### src/design/rgbfe_pkg.sv
// ----------------------------------------------------------------------------
// rgbfe_pkg
// Shared widths, codes and the divider request/response types for the
// RGB LED fade engine.
// ----------------------------------------------------------------------------
`default_nettype none

package rgbfe_pkg;

    localparam int CH_N       = 3;
    localparam int LVL_W      = 8;
    localparam int FLD_W      = 16;
    localparam int CH_IDX_W   = 2;

    // serial divider: dividend is left aligned in DIV_W bits
    localparam int DIV_W      = 26;
    localparam int DIV_REM_W  = 16;
    localparam int DIV_CNT_W  = 5;
    localparam logic [DIV_CNT_W-1:0] STEPS_ITERS = 5'd26;
    localparam logic [DIV_CNT_W-1:0] IVAL_ITERS  = 5'd18;
    localparam int IVAL_NUM_W = 18;

    // duty mapping
    localparam int PROD_W     = 24;
    localparam int Q0_W       = 17;
    localparam int MUL_CNT_W  = 3;

    localparam logic CMD_SET_COLOUR = 1'b0;
    localparam logic CMD_TICK       = 1'b1;

    localparam logic CFG_PWM_FREQUENCY = 1'b0;
    localparam logic CFG_PWM_PERIOD    = 1'b1;

    localparam logic [FLD_W-1:0] PWM_FREQUENCY_RST = 16'd1000;
    localparam logic [FLD_W-1:0] PWM_PERIOD_RST    = 16'd49999;

    typedef struct packed {
        logic                 start;
        logic [DIV_W-1:0]     dividend;
        logic [DIV_REM_W-1:0] divisor;
        logic [DIV_CNT_W-1:0] iters;
    } div_req_t;

    typedef struct packed {
        logic             done;
        logic [DIV_W-1:0] quotient;
    } div_rsp_t;

endpackage

`default_nettype wire

### src/design/rgbfe_serdiv.sv
// ----------------------------------------------------------------------------
// rgbfe_serdiv
// Restoring divider, one quotient bit per cycle. The dividend arrives left
// aligned; after the requested number of iterations the quotient sits in the
// low bits of the shift register and done pulses for one cycle.
// ----------------------------------------------------------------------------
`default_nettype none

module rgbfe_serdiv
    import rgbfe_pkg::*;
(
    input  wire logic     clk,
    input  wire logic     rst_n,
    input  wire div_req_t req,
    output div_rsp_t      rsp
);

    logic [DIV_REM_W-1:0] rem_reg, rem_next;
    logic [DIV_W-1:0]     dq_reg, dq_next;
    logic [DIV_REM_W-1:0] divisor_reg, divisor_next;
    logic [DIV_CNT_W-1:0] cnt_reg, cnt_next;
    logic                 busy_reg, busy_next;
    logic                 done_reg, done_next;

    logic [DIV_REM_W:0]   trial;
    logic [DIV_REM_W:0]   trial_sub;
    logic                 fits;

    always_comb
    begin
        trial     = {rem_reg, dq_reg[DIV_W-1]};
        trial_sub = trial - {1'b0, divisor_reg};
        fits      = (trial >= {1'b0, divisor_reg});

        rem_next     = rem_reg;
        dq_next      = dq_reg;
        divisor_next = divisor_reg;
        cnt_next     = cnt_reg;
        busy_next    = busy_reg;
        done_next    = 1'b0;

        if (req.start)
        begin
            rem_next     = '0;
            dq_next      = req.dividend;
            divisor_next = req.divisor;
            cnt_next     = req.iters;
            busy_next    = 1'b1;
        end
        else if (busy_reg)
        begin
            rem_next = fits ? trial_sub[DIV_REM_W-1:0] : trial[DIV_REM_W-1:0];
            dq_next  = {dq_reg[DIV_W-2:0], fits};
            cnt_next = cnt_reg - 1'b1;
            if (cnt_reg == DIV_CNT_W'(1))
            begin
                busy_next = 1'b0;
                done_next = 1'b1;
            end
        end
    end

    always_ff @(posedge clk or negedge rst_n)
    begin
        if (!rst_n)
        begin
            cnt_reg  <= '0;
            busy_reg <= 1'b0;
            done_reg <= 1'b0;
        end
        else
        begin
            cnt_reg  <= cnt_next;
            busy_reg <= busy_next;
            done_reg <= done_next;
        end
    end

    always_ff @(posedge clk)
    begin
        rem_reg     <= rem_next;
        dq_reg      <= dq_next;
        divisor_reg <= divisor_next;
    end

    assign rsp.done     = done_reg;
    assign rsp.quotient = dq_reg;

endmodule

`default_nettype wire

### src/design/rgb_led_fade_engine.sv
// ----------------------------------------------------------------------------
// rgb_led_fade_engine
// Three-channel linear LED fader: stores a colour target, steps each channel
// toward it on fade ticks and maps the levels to PWM duties.
// ----------------------------------------------------------------------------
//  channel   handshake                  payload
//  item      item_valid / item_ready    cmd, target_red/green/blue, fade_time_ms
//  result    result_valid / result_ready duty_*, current_*, fading
//  config    cfg_we (no wait)           cfg_index, cfg_data
//
//  One item at a time. Every item ends with the duty mapping; a set-colour
//  item first runs a serial divide for the step count, and the first tick of a
//  fade first runs at most one serial divide per channel for the intervals.
//  The duty mapping is a bit-serial multiply plus divide-by-255 in S_D255A and
//  S_D255B. A finished result waits in the output register while the
//  next item is accepted; a stalled output holds the engine in its last state.
//  Reset clears all levels, goals and counters; no clearing pass is needed.
// ----------------------------------------------------------------------------
`default_nettype none

module rgb_led_fade_engine
    import rgbfe_pkg::*;
(
    input  wire logic             clk,
    input  wire logic             rst_n,

    input  wire logic             cfg_we,
    input  wire logic             cfg_index,
    input  wire logic [FLD_W-1:0] cfg_data,

    input  wire logic             item_valid,
    output logic                  item_ready,
    input  wire logic             cmd,
    input  wire logic [LVL_W-1:0] target_red,
    input  wire logic [LVL_W-1:0] target_green,
    input  wire logic [LVL_W-1:0] target_blue,
    input  wire logic [FLD_W-1:0] fade_time_ms,

    output logic                  result_valid,
    input  wire logic             result_ready,
    output logic [FLD_W-1:0]      duty_red,
    output logic [FLD_W-1:0]      duty_green,
    output logic [FLD_W-1:0]      duty_blue,
    output logic [LVL_W-1:0]      current_red,
    output logic [LVL_W-1:0]      current_green,
    output logic [LVL_W-1:0]      current_blue,
    output logic                  fading
);

    typedef enum logic [9:0] {
        S_IDLE     = 10'b00_0000_0001,
        S_STEPS    = 10'b00_0000_0010,
        S_IVAL_SET = 10'b00_0000_0100,
        S_IVAL_DIV = 10'b00_0000_1000,
        S_TICK     = 10'b00_0001_0000,
        S_MUL_LOAD = 10'b00_0010_0000,
        S_MUL      = 10'b00_0100_0000,
        S_D255A    = 10'b00_1000_0000,
        S_D255B    = 10'b01_0000_0000,
        S_DONE     = 10'b10_0000_0000
    } state_t;

    localparam logic [CH_IDX_W-1:0] CH_LAST = CH_IDX_W'(CH_N - 1);

    state_t state_reg, state_next;

    logic [FLD_W-1:0] freq_reg, freq_next;
    logic [FLD_W-1:0] period_reg, period_next;

    logic [LVL_W-1:0] level_now_reg  [CH_N];
    logic [LVL_W-1:0] level_now_next [CH_N];
    logic [LVL_W-1:0] level_goal_reg [CH_N];
    logic [LVL_W-1:0] level_goal_next[CH_N];
    logic [FLD_W-1:0] ival_reg       [CH_N];
    logic [FLD_W-1:0] ival_next      [CH_N];
    logic [FLD_W-1:0] phase_reg      [CH_N];
    logic [FLD_W-1:0] phase_next     [CH_N];
    logic [FLD_W-1:0] steps_reg, steps_next;
    logic [FLD_W-1:0] tick_reg, tick_next;
    logic             fade_active_reg, fade_active_next;
    logic             ticking_reg, ticking_next;
    logic [CH_IDX_W-1:0]  ch_reg, ch_next;
    logic [MUL_CNT_W-1:0] mul_cnt_reg, mul_cnt_next;

    // duty datapath
    logic [FLD_W-1:0]  top_reg, top_next;
    logic [LVL_W-1:0]  lvl_sh_reg [CH_N];
    logic [LVL_W-1:0]  lvl_sh_next[CH_N];
    logic [PROD_W-1:0] prod_reg   [CH_N];
    logic [PROD_W-1:0] prod_next  [CH_N];
    logic [Q0_W-1:0]   q0_reg     [CH_N];
    logic [Q0_W-1:0]   q0_next    [CH_N];
    logic [FLD_W-1:0]  duty_reg   [CH_N];
    logic [FLD_W-1:0]  duty_next  [CH_N];

    // result register
    logic             result_valid_reg, result_valid_next;
    logic [FLD_W-1:0] out_duty_reg  [CH_N];
    logic [FLD_W-1:0] out_duty_next [CH_N];
    logic [LVL_W-1:0] out_level_reg [CH_N];
    logic [LVL_W-1:0] out_level_next[CH_N];
    logic             out_fading_reg, out_fading_next;

    div_req_t div_req;
    div_rsp_t div_rsp;

    logic                  item_fire;
    logic                  at_goal;
    logic [DIV_W-1:0]      t_wide;
    logic [DIV_W-1:0]      t_x1000;
    logic [LVL_W-1:0]      sel_goal;
    logic [LVL_W-1:0]      sel_now;
    logic [LVL_W-1:0]      sel_diff;
    logic [IVAL_NUM_W-1:0] ival_num;
    logic [FLD_W-1:0]      top_val;
    logic [FLD_W-1:0]      tick_inc;
    logic [FLD_W-1:0]      phase_inc [CH_N];
    logic [PROD_W:0]       d255_sum  [CH_N];
    logic [DIV_W-1:0]      d255_rem  [CH_N];
    logic [Q0_W-1:0]       d255_q    [CH_N];
    logic                  out_free;

    rgbfe_serdiv u_div (
        .clk   (clk),
        .rst_n (rst_n),
        .req   (div_req),
        .rsp   (div_rsp)
    );

    assign item_ready = (state_reg == S_IDLE);
    assign item_fire  = item_valid && item_ready;
    assign out_free   = !result_valid_reg || result_ready;

    always_comb
    begin
        at_goal = 1'b1;
        for (int k = 0; k < CH_N; k++)
        begin
            if (level_now_reg[k] != level_goal_reg[k])
            begin
                at_goal = 1'b0;
            end
        end

        // t*1000 = t*1024 - t*16 - t*8
        t_wide  = DIV_W'(fade_time_ms);
        t_x1000 = (t_wide << 10) - (t_wide << 4) - (t_wide << 3);

        sel_goal = level_goal_reg[ch_reg];
        sel_now  = level_now_reg[ch_reg];
        sel_diff = (sel_goal > sel_now) ? (sel_goal - sel_now) : (sel_now - sel_goal);
        ival_num = {1'b0, steps_reg, 1'b0} + IVAL_NUM_W'(sel_diff);

        top_val  = (period_reg != '0) ? (period_reg - 1'b1) : '0;
        tick_inc = tick_reg + 1'b1;

        for (int k = 0; k < CH_N; k++)
        begin
            phase_inc[k] = phase_reg[k] + 1'b1;
            // x/255 ~ (x + x/256 + x/65536)/256, low by at most one
            d255_sum[k]  = {1'b0, prod_reg[k]} + (PROD_W+1)'(prod_reg[k] >> 8)
                         + (PROD_W+1)'(prod_reg[k] >> 16);
            d255_rem[k]  = DIV_W'(prod_reg[k]) + DIV_W'(q0_reg[k])
                         - (DIV_W'(q0_reg[k]) << 8);
            d255_q[k]    = q0_reg[k] + Q0_W'(d255_rem[k] >= DIV_W'(255));
        end
    end

    always_comb
    begin
        state_next        = state_reg;
        freq_next         = freq_reg;
        period_next       = period_reg;
        steps_next        = steps_reg;
        tick_next         = tick_reg;
        fade_active_next  = fade_active_reg;
        ticking_next      = ticking_reg;
        ch_next           = ch_reg;
        mul_cnt_next      = mul_cnt_reg;
        top_next          = top_reg;
        result_valid_next = result_valid_reg && !result_ready;
        out_fading_next   = out_fading_reg;
        level_now_next    = level_now_reg;
        level_goal_next   = level_goal_reg;
        ival_next         = ival_reg;
        phase_next        = phase_reg;
        lvl_sh_next       = lvl_sh_reg;
        prod_next         = prod_reg;
        q0_next           = q0_reg;
        duty_next         = duty_reg;
        out_duty_next     = out_duty_reg;
        out_level_next    = out_level_reg;

        div_req           = '0;

        if (cfg_we)
        begin
            unique case (cfg_index)
                CFG_PWM_FREQUENCY: freq_next   = cfg_data;
                CFG_PWM_PERIOD:    period_next = cfg_data;
            endcase
        end

        unique case (state_reg)
            S_IDLE:
            begin
                if (item_fire)
                begin
                    if (cmd == CMD_SET_COLOUR)
                    begin
                        level_goal_next[0] = target_red;
                        level_goal_next[1] = target_green;
                        level_goal_next[2] = target_blue;
                        tick_next          = '0;
                        fade_active_next   = 1'b0;
                        ticking_next       = 1'b1;
                        div_req.start      = 1'b1;
                        div_req.dividend   = t_x1000;
                        div_req.divisor    = freq_reg;
                        div_req.iters      = STEPS_ITERS;
                        state_next         = S_STEPS;
                    end
                    else if (!ticking_reg)
                    begin
                        state_next = S_MUL_LOAD;
                    end
                    else if (steps_reg != '0 && !at_goal)
                    begin
                        if (!fade_active_reg)
                        begin
                            tick_next        = '0;
                            fade_active_next = 1'b1;
                            ch_next          = '0;
                            for (int k = 0; k < CH_N; k++)
                            begin
                                phase_next[k] = '0;
                            end
                            state_next = S_IVAL_SET;
                        end
                        else
                        begin
                            state_next = S_TICK;
                        end
                    end
                    else
                    begin
                        level_now_next   = level_goal_reg;
                        fade_active_next = 1'b0;
                        ticking_next     = 1'b0;
                        state_next       = S_MUL_LOAD;
                    end
                end
            end

            S_STEPS:
            begin
                // a zero frequency divides to all ones and caps to zero
                if (div_rsp.done)
                begin
                    if (div_rsp.quotient > DIV_W'(freq_reg))
                    begin
                        steps_next = freq_reg;
                    end
                    else
                    begin
                        steps_next = div_rsp.quotient[FLD_W-1:0];
                    end
                    state_next = S_MUL_LOAD;
                end
            end

            S_IVAL_SET:
            begin
                if (sel_diff == '0 || FLD_W'(sel_diff) >= steps_reg)
                begin
                    ival_next[ch_reg] = (sel_diff == '0) ? '0 : FLD_W'(1);
                    if (ch_reg == CH_LAST)
                    begin
                        state_next = S_TICK;
                    end
                    else
                    begin
                        ch_next = ch_reg + 1'b1;
                    end
                end
                else
                begin
                    div_req.start    = 1'b1;
                    div_req.dividend = {ival_num, (DIV_W-IVAL_NUM_W)'(0)};
                    div_req.divisor  = DIV_REM_W'({sel_diff, 1'b0});
                    div_req.iters    = IVAL_ITERS;
                    state_next       = S_IVAL_DIV;
                end
            end

            S_IVAL_DIV:
            begin
                if (div_rsp.done)
                begin
                    ival_next[ch_reg] = div_rsp.quotient[FLD_W-1:0];
                    if (ch_reg == CH_LAST)
                    begin
                        state_next = S_TICK;
                    end
                    else
                    begin
                        ch_next    = ch_reg + 1'b1;
                        state_next = S_IVAL_SET;
                    end
                end
            end

            S_TICK:
            begin
                tick_next = tick_inc;
                // phase tracks tick_count mod interval without a divider
                for (int k = 0; k < CH_N; k++)
                begin
                    if (ival_reg[k] != '0)
                    begin
                        if (phase_inc[k] == ival_reg[k])
                        begin
                            phase_next[k] = '0;
                            if (level_goal_reg[k] > level_now_reg[k])
                            begin
                                level_now_next[k] = level_now_reg[k] + 1'b1;
                            end
                            else if (level_goal_reg[k] < level_now_reg[k])
                            begin
                                level_now_next[k] = level_now_reg[k] - 1'b1;
                            end
                        end
                        else
                        begin
                            phase_next[k] = phase_inc[k];
                        end
                    end
                end
                if (tick_inc >= steps_reg)
                begin
                    level_now_next   = level_goal_reg;
                    fade_active_next = 1'b0;
                end
                state_next = S_MUL_LOAD;
            end

            S_MUL_LOAD:
            begin
                top_next     = top_val;
                mul_cnt_next = '1;
                for (int k = 0; k < CH_N; k++)
                begin
                    lvl_sh_next[k] = level_now_reg[k];
                    prod_next[k]   = '0;
                end
                state_next = S_MUL;
            end

            S_MUL:
            begin
                // MSB first shift-add, one level bit per cycle
                for (int k = 0; k < CH_N; k++)
                begin
                    prod_next[k]   = (prod_reg[k] << 1)
                                   + (lvl_sh_reg[k][LVL_W-1] ? PROD_W'(top_reg) : '0);
                    lvl_sh_next[k] = lvl_sh_reg[k] << 1;
                end
                mul_cnt_next = mul_cnt_reg - 1'b1;
                if (mul_cnt_reg == '0)
                begin
                    state_next = S_D255A;
                end
            end

            S_D255A:
            begin
                for (int k = 0; k < CH_N; k++)
                begin
                    q0_next[k] = d255_sum[k][PROD_W:8];
                end
                state_next = S_D255B;
            end

            S_D255B:
            begin
                for (int k = 0; k < CH_N; k++)
                begin
                    duty_next[k] = FLD_W'(d255_q[k]) + 1'b1;
                end
                state_next = S_DONE;
            end

            S_DONE:
            begin
                if (out_free)
                begin
                    out_duty_next     = duty_reg;
                    out_level_next    = level_now_reg;
                    out_fading_next   = fade_active_reg;
                    result_valid_next = 1'b1;
                    state_next        = S_IDLE;
                end
            end

            default:
            begin
                state_next = S_IDLE;
            end
        endcase
    end

    always_ff @(posedge clk or negedge rst_n)
    begin
        if (!rst_n)
        begin
            state_reg        <= S_IDLE;
            freq_reg         <= PWM_FREQUENCY_RST;
            period_reg       <= PWM_PERIOD_RST;
            steps_reg        <= '0;
            tick_reg         <= '0;
            fade_active_reg  <= 1'b0;
            ticking_reg      <= 1'b0;
            ch_reg           <= '0;
            mul_cnt_reg      <= '0;
            result_valid_reg <= 1'b0;
            for (int k = 0; k < CH_N; k++)
            begin
                level_now_reg[k]  <= '0;
                level_goal_reg[k] <= '0;
                ival_reg[k]       <= '0;
                phase_reg[k]      <= '0;
            end
        end
        else
        begin
            state_reg        <= state_next;
            freq_reg         <= freq_next;
            period_reg       <= period_next;
            steps_reg        <= steps_next;
            tick_reg         <= tick_next;
            fade_active_reg  <= fade_active_next;
            ticking_reg      <= ticking_next;
            ch_reg           <= ch_next;
            mul_cnt_reg      <= mul_cnt_next;
            result_valid_reg <= result_valid_next;
            level_now_reg    <= level_now_next;
            level_goal_reg   <= level_goal_next;
            ival_reg         <= ival_next;
            phase_reg        <= phase_next;
        end
    end

    always_ff @(posedge clk)
    begin
        top_reg        <= top_next;
        lvl_sh_reg     <= lvl_sh_next;
        prod_reg       <= prod_next;
        q0_reg         <= q0_next;
        duty_reg       <= duty_next;
        out_duty_reg   <= out_duty_next;
        out_level_reg  <= out_level_next;
        out_fading_reg <= out_fading_next;
    end

    assign result_valid  = result_valid_reg;
    assign duty_red      = out_duty_reg[0];
    assign duty_green    = out_duty_reg[1];
    assign duty_blue     = out_duty_reg[2];
    assign current_red   = out_level_reg[0];
    assign current_green = out_level_reg[1];
    assign current_blue  = out_level_reg[2];
    assign fading        = out_fading_reg;

    a_div_done_waited: assert property (@(posedge clk) disable iff (!rst_n)
        div_rsp.done |-> (state_reg == S_STEPS || state_reg == S_IVAL_DIV))
        else $error("divider finished with no divide pending");

    a_fade_needs_arm: assert property (@(posedge clk) disable iff (!rst_n)
        fade_active_reg |-> ticking_reg)
        else $error("fade active while ticking is disarmed");

    a_fade_tick_bound: assert property (@(posedge clk) disable iff (!rst_n)
        fade_active_reg |-> (tick_reg < steps_reg))
        else $error("fade still active at or past its step count");

    a_result_from_done: assert property (@(posedge clk) disable iff (!rst_n)
        $rose(result_valid_reg) |-> $past(state_reg == S_DONE))
        else $error("result raised outside the result stage");

endmodule

`default_nettype wire
### config.mk
export PLATFORM = sky130hd
export DESIGN_NAME = rgb_led_fade_engine
export DESIGN_NICKNAME = d
export VERILOG_FILES = /design/src/design/rgbfe_pkg.sv /design/src/design/rgbfe_serdiv.sv /design/src/design/rgb_led_fade_engine.sv
export SDC_FILE = /design/constraint.sdc
export NUM_CORES = 2
export LEC_CHECK = 0
export BUFFER_PORTS_ARGS = -buffer_cell sky130_fd_sc_hd__buf_2
export CAP_MARGIN = 20
export CORE_ASPECT_RATIO = 0.5
export CORE_MARGIN = 1.5
export CORE_UTILIZATION = 55
export DETAILED_ROUTE_END_ITERATION = 8
export GPL_TIMING_DRIVEN = 0
export PLACE_DENSITY_LB_ADDON = 0.3
export SLEW_MARGIN = 20
export SYNTH_ARGS = -nofsm -noshare
export SYNTH_HDL_FRONTEND = slang
export SYNTH_HIERARCHICAL = 1
export SYNTH_SLANG_ARGS = --single-unit
export TNS_END_PERCENT = 10
### constraint.sdc
create_clock -name clk -period 7.63 [get_ports clk]
set_input_delay 0.3815 -clock clk [delete_from_list [all_inputs] [get_ports clk]]
set_output_delay 0.3815 -clock clk [all_outputs]
set_load 0.02 [all_outputs]
-- Word-level counts from Yosys, hierarchy flattened
Cells that the tools add are included.
- register bits: 575
- input bits: 63
- output and inout port bits: 75
- word-level logic and storage cells: 300
- $add $sub $neg: 41
- $lt $le $gt $ge: 16
- equal/unequal tests: 46
- multiplexer cells: 108
- bitwise operators: 3
- reductions and logical operators: 38
- operators with widths (cell ; number):
    2-to-1 mux 48 bit ; 10
    one-hot mux 48 bit (2 select lines) ; 3
    2-to-1 mux 16 bit ; 17
    one-hot mux 72 bit (2 select lines) ; 1
    2-to-1 mux 8 bit ; 17
    2-to-1 mux 24 bit ; 5
    adder 16 x 1 -> 16 bit, second input constant ; 7
    2-to-1 mux 10 bit ; 10
    one-hot mux 10 bit (10 select lines) ; 1
    bitwise mux 48 bit ; 2
    one-hot mux 24 bit (2 select lines) ; 2
    nonzero test 16 bit ; 5
    >= comparator 26 x 8 -> 1 bit, second input constant ; 3
    subtractor 25 x 25 -> 26 bit ; 3
    adder 24 x 16 -> 25 bit ; 3
    adder 24 x 17 -> 25 bit ; 3
    adder 25 x 8 -> 25 bit ; 3
    adder 24 x 16 -> 24 bit ; 3
    2-to-1 mux 26 bit ; 2
    adder 16 x 1 -> 16 bit ; 3
    == test 16 bit ; 3
    binary-select mux 8 bit (select 2 bit) ; 2
    demux 16 bit (select 2 bit) ; 1
    > comparator 8 bit ; 4
    59 further kinds ; 139

-- Depth between registers and ports, before layout
- word-level depth: 11
- depth in mapped cells: 29
- mapped depth without buffers: 25

-- Modules after synthesis
The synthesis kept the hierarchy.
- modules (own cells, without submodules) (module ; times used ; cells an instance ; area each (sq um) ; seq. area each (sq um)):
    rgb_led_fade_engine ; 1 ; 4100 ; 38002.7 ; 14203.6
    rgbfe_serdiv ; 1 ; 326 ; 3558.4 ; 1756.7

-- Worst setup path before layout
Ideal clock, no wire load.
- path kind: flip-flop to flip-flop
- start: reg ch_reg[1]
- end: reg u_div.dq_reg[10] (data pin)
- setup time: 0.260 ns
- arrival: 6.415 ns
- required time: 7.370 ns
- setup slack: 0.955 ns
- stages on the path, launching flop included: 28
- path buffers: 7
- clock period less this slack: 6.675 ns
- cells stage by stage: dfrtp_1 clkbuf_1 clkbuf_1 mux2i_1 nor2_1 a21oi_1 inv_1 ha_1 clkbuf_1 a21oi_1 o21ai_1 a21oi_1 nor2_1 mux2_2 ha_1 a21o_1 a21o_1 a21oi_1 o21ai_0 a31oi_1 o22ai_1 or2_2 clkbuf_1 buf_2 nand2_1 clkbuf_1 clkbuf_1 mux2_2
- cells in the longest elaborated chain, start to end: 11
- elaborated cells on any way between the ends: 18
- classes of those cells: add/sub (3); order compare (2); mux (10); bitwise (1); reduce/logical (2)
- RTL lines (item ; RTL line ; source):
    from (decl) ; rgb_led_fade_engine.sv:82 ; logic [CH_IDX_W-1:0] ch_reg, ch_next;
    from (signal assigned) ; rgb_led_fade_engine.sv:443 ; ch_reg <= ch_next;
    inverter 2 -> 3 bit (implied by the code) * ; rgb_led_fade_engine.sv:149, rgb_led_fade_engine.sv:150 ;
    binary-select mux 8 bit (select 2 bit), on equally long branches ; rgb_led_fade_engine.sv:150, rgb_led_fade_engine.sv:149 ;
    2-to-1 mux 8 bit, on equally long branches (2 in a row) ; rgb_led_fade_engine.sv:150, rgb_led_fade_engine.sv:149 ;
    subtractor 8 bit or > comparator 8 bit (tied branches) ; rgb_led_fade_engine.sv:151 ; sel_diff = (sel_goal > sel_now) ? (sel_goal - sel_now) : (sel_now - sel_goal);
    2-to-1 mux 8 bit * ; rgb_led_fade_engine.sv:151 ;
    >= comparator 8 x 16 -> 1 bit or logical NOT 8 bit (tied branches) ; rgb_led_fade_engine.sv:274 ; if (sel_diff == '0 || FLD_W'(sel_diff) >= steps_reg)
    logical OR 1 bit ; rgb_led_fade_engine.sv:274 ;
    2-to-1 mux 48 bit * ; rgb_led_fade_engine.sv:274 ;
    one-hot mux 48 bit (2 select lines) * ; rgb_led_fade_engine.sv:204 ; unique case (state_reg)
    2-to-1 mux 26 bit * ; rgbfe_serdiv.sv:42 ; if (req.start)
    net u_div.dq_next[10] ; rgbfe_serdiv.sv:19 ; logic [DIV_W-1:0] dq_reg, dq_next;
    to (signal assigned) ; rgbfe_serdiv.sv:82 ; dq_reg <= dq_next;
    to (decl) ; rgbfe_serdiv.sv:19 ;
The timed path passes the listed nets; every way through them passes the cells marked *. The select of a mux whose other input is x is not followed.
A chain may end at the register's enable or synchronous reset.

-- Worst setup path in the final report
- start: reg ch_reg[0]
- end: reg u_div.dq_reg[25] (data pin)
Same word-level chain as after synthesis.

==> metrics <==
fill cell count=6,302; HP Class=in2reg; die area=0.0773 sq mm; Seq/Total Area, Yosys=38.4%; via count=34.1k; worst vdd ir=0.000263 V; R2R cell count=25; Worst-Skew Late Latency=0.64 ns; # port buffers=137; worst clock skew=0.0318 ns; syn avg cell area=9.39 sq um; CP top delay family=compound AO/OA/AOI/OAI gates; area post-placement=0.0438 sq mm; unrepaired setup endpoints after global routing=no; net count reported at finish=5,199; Core Util, Final=61.4%; Crit-path slowest cell=dfrtp_1; Initial DRT Pass Iterations=6; global-route usage over all layers=28.1%; Final Hold Vio Count=0; FMAX=141 MHz; Routed Antenna Nets=0; initial antenna violation count=1; Post-synth top flop=edfxtp_1; Setup crit end=u_div/dq_reg[25]$_DFFE_PP_; max FFs per register=72; FF-to-FF End=u_div/dq_reg[25]$_DFFE_PP_; Slew Limit Fails=0; largest net degree at the start of global routing=100; type of destination of the critical path=flop; Combinational Power Share=55.0%; clock root buffer master=clkbuf_16; Post-Route WL=108,000 microns; Post-Syn Area=0.0416 sq mm; leakage=19.7 nW; Area contributors post-synth=edfxtp_1, dfrtp_1, ha_1; setup TNS=0 ns; Max-slew headroom=30.9%; startpoint types=flop; FFs w/ async S/R, synth=40.5%; sequential power share=28.3%; Tmin final=7.11 ns; pwr/cell area=379 mW/mm^2; drt via density=5.94; run status=complete, no violations; num rows=71; Setup WS pre-CTS=-0.976 ns; Die Span Y=197 microns; flops & latches, synth=575; H-tree levels=2; die width=392 microns; register-to-register setup slack=0.52 ns; Core Region=0.0750 sq mm; WP data arrival=7.49 ns; R2R Path Start=ch_reg[0]$_DFFE_PN0P_; CTS Buf Count=55; initial core utilization=55.4%; Ports=138; cell repeated most along the worst path=a21o_1; CTS sink count=575; Tightest Pin Transition=1.03 ns; GPL Wtd Cong=0.962; layout cells sized above 1=8.61%; dpl hpwl=83,700 microns; clock slew at reported path FFs=0.07 ns; Register Area=0.0160 sq mm; Switching Fraction=44.5%; top fanout value on the critical path=20; CTS tree=done; Syn-to-layout area delta=10.8%; setup violation total in the final timing report=0; final instance area=0.0461 sq mm; DRC Markers=0; Worst EP required=8.01 ns; Stages on worst setup path=25; Final period util=93.1%; max_cap viols=0; Psw=7.77 mW; vias in the first global route=32.7k; Synth Instances=4,426; final worst slack=0.524 ns; area of the multi-input gates=0.0236 sq mm; GRT overflow=0; initial DRC count=2,929; Setup crit start=ch_reg[0]$_DFFE_PN0P_; wire per inst=18.9 microns; clock power share=16.7%; first-pass GRT wire length=174,000 microns; EDFF count, synth=326; maximum buffer depth of the clock tree=3; CP bufs+invs=7; top cell type's share of synthesized area=23.6%; Distinct cells, synth=96; CP Class=reg2reg; Synth area leader=edfxtp_1; YS warnings=6; slowest cell delay on critical path=0.54 ns; P_int=9.70 mW
[worst min-delay path by stage]
stage | from | cells after the start | end | slack (ns)
after floorplan | rst_n | 0 | ch_reg[0]$_DFFE_PN0P_ | 0.09
after global placement | duty_reg[34]$_DFFE_PP_ | 0 | duty_red[2]$_DFFE_PP_ | 0.40
after detailed placement | rst_n | 1 | phase_reg[9]$_DFFE_PN0P_ | 0.33
after CTS | cfg_data[1] | 3 | freq_reg[1]$_DFFE_PN0P_ | 0.01
after global routing | cfg_data[14] | 2 | period_reg[14]$_DFFE_PN1P_ | 0.03
final | cfg_data[1] | 3 | freq_reg[1]$_DFFE_PN0P_ | 0.04
[worst reg2reg max path: stages, from the launching register on]
cell and delay [ns]:
dfrtp_1 0.54, inv_1 0.21, nor2_1 0.15, clkbuf_2 0.24, a21oi_1 0.44, inv_1 0.16
fa_1 0.52, a21o_1 0.20, a21o_1 0.21, a21oi_2 0.28, nor2_1 0.16, mux2_2 0.35
ha_1 0.29, a21o_1 0.16, a21o_1 0.16, a21oi_1 0.13, o21ai_0 0.12, a31oi_1 0.31
o22ai_1 0.19, or2_2 0.31, clkbuf_1 0.19, buf_2 0.26, nand2_4 0.29, clkbuf_2 0.28
clkbuf_2 0.32, mux2_2 0.39
[routing by layer]
layer	routed length [microns]	GRT usage [%]	up-vias
li1	-	-	16300
met1	48600	39.3	16500
met2	49400	45.5	1096
met3	7340	3.89	188
met4	2960	8.28	0
met5	0	0	-
[cell families (layout without fill, tap and decap cells)]
group,Yosys count,count (layout),share of synthesized area (%)
and+or+nand+nor,1401,1401,16.2
DFF,575,575,38.4
other,1,6,0.00902
xor gates and xnor gates,307,307,6.47
adders and majority gates,468,468,15.3
muxes,124,124,3.13
buffers and inverters,544,828,5.05
AOI/OAI and AO/OA,1006,1006,15.4
[placed cells by master (no fill, tap or decap), drive strengths merged, types with 35 or more instances in the layout]
cell,netlist,layout
and2,74,74
nand3,108,108
o21ai,319,319
nand2,433,433
o31ai,35,35
ha,401,401
mux2,47,47
a31oi,45,45
clkbuf,116,184
xor2,99,99
inv,398,405
a21o,77,77
a21oi,219,219
buf,29,182
nand2b,57,57
dfrtp,217,217
fa,67,67
o21a,42,42
xnor2,208,208
edfxtp,326,326
or3,36,36
nor2b,51,51
and3,36,36
nor4,49,49
mux2i,77,77
nand4,63,63
nor3,93,93
nor2,323,323
[per-stage QoR]
stage	power (mW)	hold WS, ns	instances
global placement	14.0	0.401	5589
floorplan	11.9	0.0859	4430
global route	18.8	0.0276	5737
finish	17.5	0.0428	5737
CTS	17.3	0.0134	5736
detailed placement	14.3	0.334	5605
[cells in the mapped netlist, types with 9 or more instances]
cell	number
ha_1	401
a211oi_1	26
a21o_1	77
mux2i_1	77
a311oi_1	10
xnor2_1	208
a31oi_1	45
dfstp_2	16
and3_1	36
inv_1	398
o41ai_1	11
a2111oi_0	14
mux2_2	47
nor2b_1	51
dfxtp_1	16
o22ai_1	28
fa_1	67
o21a_1	42
o21ai_0	318
nand4_1	63
buf_2	18
edfxtp_1	326
a21oi_1	212
o2111ai_1	13
nand3_1	108
o21bai_1	24
or3_1	35
nor3b_1	22
or2_2	16
o211ai_1	19
dfrtp_1	217
a41oi_1	9
nand2_1	433
nor4_1	48
nand2b_1	57
and4_1	10
nor2_1	323
and2_1	73
clkbuf_1	116
nor3_1	93
xor2_1	99
a22o_1	21
o31ai_1	35
[power by group through the flow]
stage / clock network, mW / registers, mW / logic (mW)
final: 2.91 / 4.95 / 9.61
after CTS: 2.94 / 4.92 / 9.45
after global placement: 0 / 5.00 / 8.99
after floorplan: 0 / 4.67 / 7.24
after global routing: 3.07 / 5.01 / 10.8
after detailed placement: 0 / 4.98 / 9.34
[repair_timing]
item,in CTS,in global routing
gates resized for setup,10,17
setup endpoints to repair,75,75
hold endpoints to repair,82,0
hold buffers,28,0
setup buffers,0,0
gates cloned,0,1
[final cells by class]
type	instances	area share (%)
diodes	1	0.00543
clock inverters	34	0.742
plain buffers	144	1.33
inverters	399	3.26
clock buffers	69	3.35
multi-input cells	3311	51.2
repair buffers	181	2.63
repair inverters	1	0.0163
well taps	1022	2.78
flip-flops and latches	575	34.7
Note: power is estimated with default switching activity, not from simulation.
